[src/rtl/core/icl_cell.sv]
// One storage cell of a shift/rotate chain.
module icl_cell #(
   parameter int WIDTH = 64
) (
   input  logic             clock,
   input  logic             shift_en,
   input  logic             rotate_en,
   input  logic [WIDTH-1:0] from_prev,
   input  logic [WIDTH-1:0] from_next,
   output logic [WIDTH-1:0] data_q
);
   logic [WIDTH-1:0] data_ff;
   logic [WIDTH-1:0] data_in;

   // shift toward the tail on a new request, rotate toward the head while scanning
   always_comb begin
      data_in = data_ff;
      if (shift_en) begin
         data_in = from_prev;
      end else if (rotate_en) begin
         data_in = from_next;
      end
   end

   always_ff @(posedge clock) begin
      data_ff <= data_in;
   end

   assign data_q = data_ff;
endmodule

[config.mk]
export PLATFORM = sky130hd
export DESIGN_NAME = icl_cell
export DESIGN_NICKNAME = d
export VERILOG_FILES = /design/src/rtl/core/icl_cell.sv
export SDC_FILE = /design/constraint.sdc
export NUM_CORES = 1
export LEC_CHECK = 0
export BUFFER_PORTS_ARGS = -buffer_cell sky130_fd_sc_hd__buf_4
export CORE_MARGIN = 2
export CORE_UTILIZATION = 30
export CTS_CLUSTER_SIZE = 14
export DETAILED_ROUTE_END_ITERATION = 8
export PLACE_DENSITY_LB_ADDON = 0.25
export SLEW_MARGIN = 10
export SYNTH_ARGS = -nofsm -noshare
export SYNTH_HDL_FRONTEND = slang
export SYNTH_SLANG_ARGS = --single-unit
[constraint.sdc]
create_clock -name clock -period 2.82 [get_ports clock]
set_input_delay 0.564 -clock clock [delete_from_list [all_inputs] [get_ports clock]]
set_output_delay 0.564 -clock clock [all_outputs]
set_load 0.02 [all_outputs]
==> impl_metrics.py, run 1 <==
metrics = {
    "clock_tree": {
        "post_cts_resized": 0,
        "htree_levels": 3,
        "hold_buffers": 0,
        "numCtsBuffers": 9,
        "cts.sinks": 64,
        "path_clk_slew_ns": 0.07,
        "clock-root-buffer": "clkbuf_8",
        "cts_tree": "yes",
        "postCtsSetupBuffers": 0,
        "clockBufferDepth": 2,
    },
    "yosys": {
        "ys_seq_area_frac": 0.661,
        "synth_top_area_share": 0.661,
        "synth_area_leaders": "edfxtp_1 66%, mux2_4 25%, mux2_2 5.8%, buf_6 2.3%, or2_1 0.22%",
        "synth.distinct_cells": 6,
        "yosysWarningCount": 0,
        "synth_top_cell_by_area": "edfxtp_1",
        "synth_most_common_cell": "edfxtp_1",
        "synth_area_sq_um": 2910,
        "async_flop_share": 0,
        "synthTopCellsByCount": "64 x edfxtp_1, 49 x mux2_4, 15 x mux2_2, 6 x buf_6",
        "synth-edff-count": 64,
        "avgSynthCellArea_sq_um": 21.4,
        "synth-seq-cells": 64,
        "syn_nets": 267,
        "ys.flop_type": "edfxtp_1",
        "syn_inst": 136,
    },
    "setup_path": {
        "cpMaxStageDelayCell": "buf_4",
        "crit_start": "shift_en",
        "critPathMaxStageDelay_ns": 0.39,
        "cpMostUsedCell": "buf_4",
        "cp.required_ns": 2.91,
        "path_class": "in2reg",
        "worstPathCellList": "buf_4 -> buf_4 -> mux2_2",
        "cp_max_fo": 21,
        "end_kind": "flop",
        "arrival_ns": 1.61,
        "critPathLaunchType": "input port",
    },
    "sta": {
        "finalCritPeriodShare": 0.539,
        "min_period_ns": 1.52,
        "hold_violations": 0,
        "rsz0062_at_grt": "false",
        "max_freq_mhz": 658,
        "whs_ns": 0.520,
        "tightest_slew_ns": 0.367,
        "finalWorstSetupSlack_ns": 1.30,
        "slew_headroom": 0.755,
        "finalSetupViolCount": 0,
        "tns_ns": 0,
        "maxSlewViolCount": 0,
    },
    "placement": {
        "post-place-ws_ns": 0.926,
        "gp_congestion": 0.729,
        "hpwl_um": 5440,
        "port_buffers": 194,
    },
    "outcome": {
        "status": "finished clean",
    },
    "cells_and_area": {
        "multi_input_area_sq_um": 911,
        "largest_reg_flops": 64,
        "antennaDiodeCount": 0,
        "n_fill_cell": 818,
        "seqCellArea_sq_um": 1920,
        "drive_gt1_frac": 0.810,
        "syn_to_final_growth_pct": 61.3,
        "final_nets": 468,
    },
    "global_route": {
        "overflow": 0,
        "track_usage": 0.135,
        "grt_start_max_net_pins": 65,
        "grt_pass1_vias": 2137,
        "grt_pass1_wl_um": 10400,
        "antenna_found_initial": 0,
    },
    "detailed_routing": {
        "drtPass1Iterations": 4,
        "drc": 0,
        "via_count": 1996,
        "ant_nets": 0,
        "wl_per_cell_um": 15.5,
        "drt_iter0_markers": 38,
        "detail_route.wirelength_um": 7290,
        "viasPerCell": 4.24,
    },
    "power": {
        "leakage_nw": 2.16,
        "pwr-share-comb": 0.235,
        "seq_power_share": 0.469,
        "vdd_ir_drop_max_uv": 255,
        "cellPowerDensity_nw_per_um2": 546,
        "p_clk_frac": 0.296,
        "p_sw_w": 0.000648,
        "p_int_w": 0.00191,
        "switching_share": 0.253,
    },
    "floorplanning": {
        "num_io_pins": 195,
        "initial_core_util": 0.311,
        "die_x_um": 102,
        "placementRows": 35,
        "die_area_sq_um": 10500,
        "die_h_um": 102,
        "coreArea_sq_um": 9330,
    },
    "hold_path": {
        "min-delay-start": "from_prev[45]",
        "hold_depth": 2,
        "hold_class": "in2reg",
    },
    "job": {
        "maxCapViolCount": 0,
    },
}
==> final timing paths <==
check / endpoint / slack [ns]
hold / removal: data_q[45] / 0.52
setup / recovery: data_q[6] / 1.30
==> layout make-up <==
type                       count  share of cell area
tap                          129              0.0344
timing repair buffer         197               0.321
multi-input combinational     65               0.194
clock inverter                 6              0.0128
clock buffer                  10              0.0272
sequential                    64               0.410
==> placed cells by master, fill, tap and decap left out <==
master,n
clkbuf_1,1
clkinv_2,3
mux2_4,49
clkinvlp_4,2
or2_2,1
clkbuf_8,9
mux2_2,15
buf_4,195
bufinv_16,1
edfxtp_1,64
buf_12,2
==> worst max-delay path: cells and delay by family <==
| kind | cells | cell delay [ns] |
|---|---|---|
| buf+inv | 2 | 0.64 |
| mux | 1 | 0.38 |
==> metal layers <==
| metal | GRT usage | part of all wire | vias to the layer above |
|---|---|---|---|
| li1 | - | - | 936 |
| met1 | 0.146 | 0.37 | 932 |
| met2 | 0.239 | 0.52 | 115 |
| met3 | 0.0438 | 0.089 | 13 |
| met4 | 0.0677 | 0.020 | 0 |
| met5 | 0 | 0 | - |
==> power by group through the flow <==
stage               Combinational (W)  Sequential (W)  Clock, W
global route                 0.000633         0.00121  0.000828
detailed placement           0.000607         0.00122         0
floorplan                    0.000148         0.00136         0
finish                       0.000600         0.00120  0.000757
global placement             0.000605         0.00122         0
CTS                          0.000608         0.00120  0.000793
==> metrics by stage <==
step                      area (sq um)  power [W]   util  instances
after CTS                         4690    0.00260  0.502        471
after detailed placement          4500    0.00183  0.482        455
after global routing              4690    0.00267  0.502        471
final                             4690    0.00256  0.502        471
after global placement            4500    0.00182  0.482        455
after floorplan                   2910    0.00151      -        136
==> logic make-up after synthesis <==
family | share of synthesized area
buf+inv | 0.0250
flops | 0.661
simple gates | 0.00215
mux | 0.311
Power figures use the tool's default switching activity.
==> run 2, diff against run 1 <==
==> constraint.sdc (replaced) <==
create_clock -name clock -period 1.5 [get_ports clock]
set_input_delay 0.3 -clock clock [delete_from_list [all_inputs] [get_ports clock]]
set_output_delay 0.3 -clock clock [all_outputs]
set_load 0.02 [all_outputs]
==> impl_metrics.py, run 2 (synthesis results as in run 1) <==
metrics = {
    "outcome": {
        "status": "finished clean",
    },
    "cells_and_area": {
        "final_nets": 468,
        "final_common_cell": "buf_4",
        "drive_gt1_frac": 0.810,
        "largest_reg_flops": 64,
        "syn_to_final_growth_pct": 61.4,
        "postLayoutCellArea_sq_um": 4690,
        "utilization": 0.503,
        "n_fill_cell": 841,
        "layout_common_cells": "195 x buf_4, 64 x edfxtp_1, 49 x mux2_4",
        "instances_no_fill": 471,
        "antennaDiodeCount": 0,
    },
    "setup_path": {
        "cpLargestDelayFamily": "flip-flops",
        "cp.required_ns": 1.20,
        "worst-path-stages": 1,
        "end_kind": "primary output",
        "path_class": "reg2out",
        "cpMaxStageDelayCell": "edfxtp_1",
        "critPathLaunchType": "flop",
        "critPathMaxStageDelay_ns": 0.39,
        "worstPathCellList": "buf_4",
        "cp-endpoint": "data_q[10]",
        "cp_max_fo": 1,
        "crit_buf_inv": 1,
        "arrival_ns": 0.88,
        "crit_start": "data_q[10]",
    },
    "floorplanning": {
        "die_x_um": 102,
        "placementRows": 35,
        "die_area_sq_um": 10500,
        "initial_core_util": 0.311,
        "die_h_um": 102,
        "num_io_pins": 195,
        "coreArea_sq_um": 9330,
    },
    "clock_tree": {
        "clockBufferDepth": 2,
        "post_cts_resized": 0,
        "htree_levels": 3,
        "cts_tree": "yes",
        "path_clk_slew_ns": 0.07,
        "numCtsBuffers": 9,
        "cts.sinks": 64,
        "clock-root-buffer": "clkbuf_8",
        "hold_buffers": 0,
        "postCtsSetupBuffers": 0,
    },
    "detailed_routing": {
        "detail_route.wirelength_um": 7410,
        "via_count": 1987,
        "ant_nets": 0,
        "drtPass1Iterations": 4,
        "drt_iter0_markers": 20,
        "drc": 0,
        "wl_per_cell_um": 15.7,
        "viasPerCell": 4.22,
    },
    "power": {
        "leakage_nw": 2.16,
        "cellPowerDensity_nw_per_um2": 1020,
        "fin_total_pwr_w": 0.00479,
        "vdd_ir_drop_max_uv": 414,
    },
    "global_route": {
        "track_usage": 0.132,
        "grt_start_max_net_pins": 65,
        "overflow": 0,
        "grt_pass1_wl_um": 10200,
        "grt_pass1_vias": 2032,
        "antenna_found_initial": 0,
    },
    "sta": {
        "finalWorstSetupSlack_ns": 0.319,
        "hold_violations": 0,
        "rsz0062_at_grt": "false",
        "min_period_ns": 1.18,
        "maxSlewViolCount": 0,
        "max_freq_mhz": 846,
        "finalCritPeriodShare": 0.788,
        "finalSetupViolCount": 0,
        "tightest_slew_ns": 0.869,
        "slew_headroom": 0.421,
    },
    "placement": {
        "dp_cells": 455,
        "post-place-ws_ns": -0.0154,
        "port_buffers": 194,
        "place_area_sq_um": 4500,
        "gp_congestion": 0.693,
        "hpwl_um": 5730,
    },
    "hold_path": {
        "hold_class": "in2reg",
        "hold_depth": 2,
        "min-delay-start": "from_prev[46]",
    },
    "job": {
        "maxCapViolCount": 0,
    },
}
[run 2: cell count changes in the layout (fill, tap and decap cells not counted)]
cell	change
or2_2	-1
or2_4	+1
[run 2: cell type report]
cell class / instances / area (sq um) / share of cell area
multi-input cells: 65 / 913 / 0.195
flip-flops and latches: 64 / 1920 / 0.410
repair buffers: 197 / 1500 / 0.321
clock inverters: 6 / 60.1 / 0.0128
clock buffers: 10 / 128 / 0.0272
well taps: 129 / 161 / 0.0344
[run 2: through the flow]
step | hold WS, ns | setup TNS (ns)
global route | 0.244 | 0
finish | 0.269 | 0
CTS | 0.242 | 0
floorplan | 0.517 | 0
global placement | 0.601 | 0
detailed placement | 0.604 | -0.769
[run 2: worst min-delay path by stage]
stage                 end  slack, ns
2_1_floorplan  data_q[12]       0.52
3_3_place_gp   data_q[56]       0.60
3_5_place_dp   data_q[32]       0.60
4_1_cts        data_q[46]       0.24
5_1_grt        data_q[46]       0.24
6_report       data_q[46]       0.27
[run 2: per-layer routing]
layer	share of wire	up-vias	GRT usage	wire, um
li1	-	934	-	-
met1	0.35	941	0.136	2570
met2	0.55	101	0.247	4070
met3	0.089	11	0.0356	658
met4	0.015	0	0.0626	114
met5	0	-	0	0
[run 2: power breakdown]
part | switching [W] | internal [W]
Sequential | 0.0000553 | 0.00220
Combinational | 0.000494 | 0.000636
Clock | 0.000645 | 0.000759
Total | 0.00120 | 0.00359
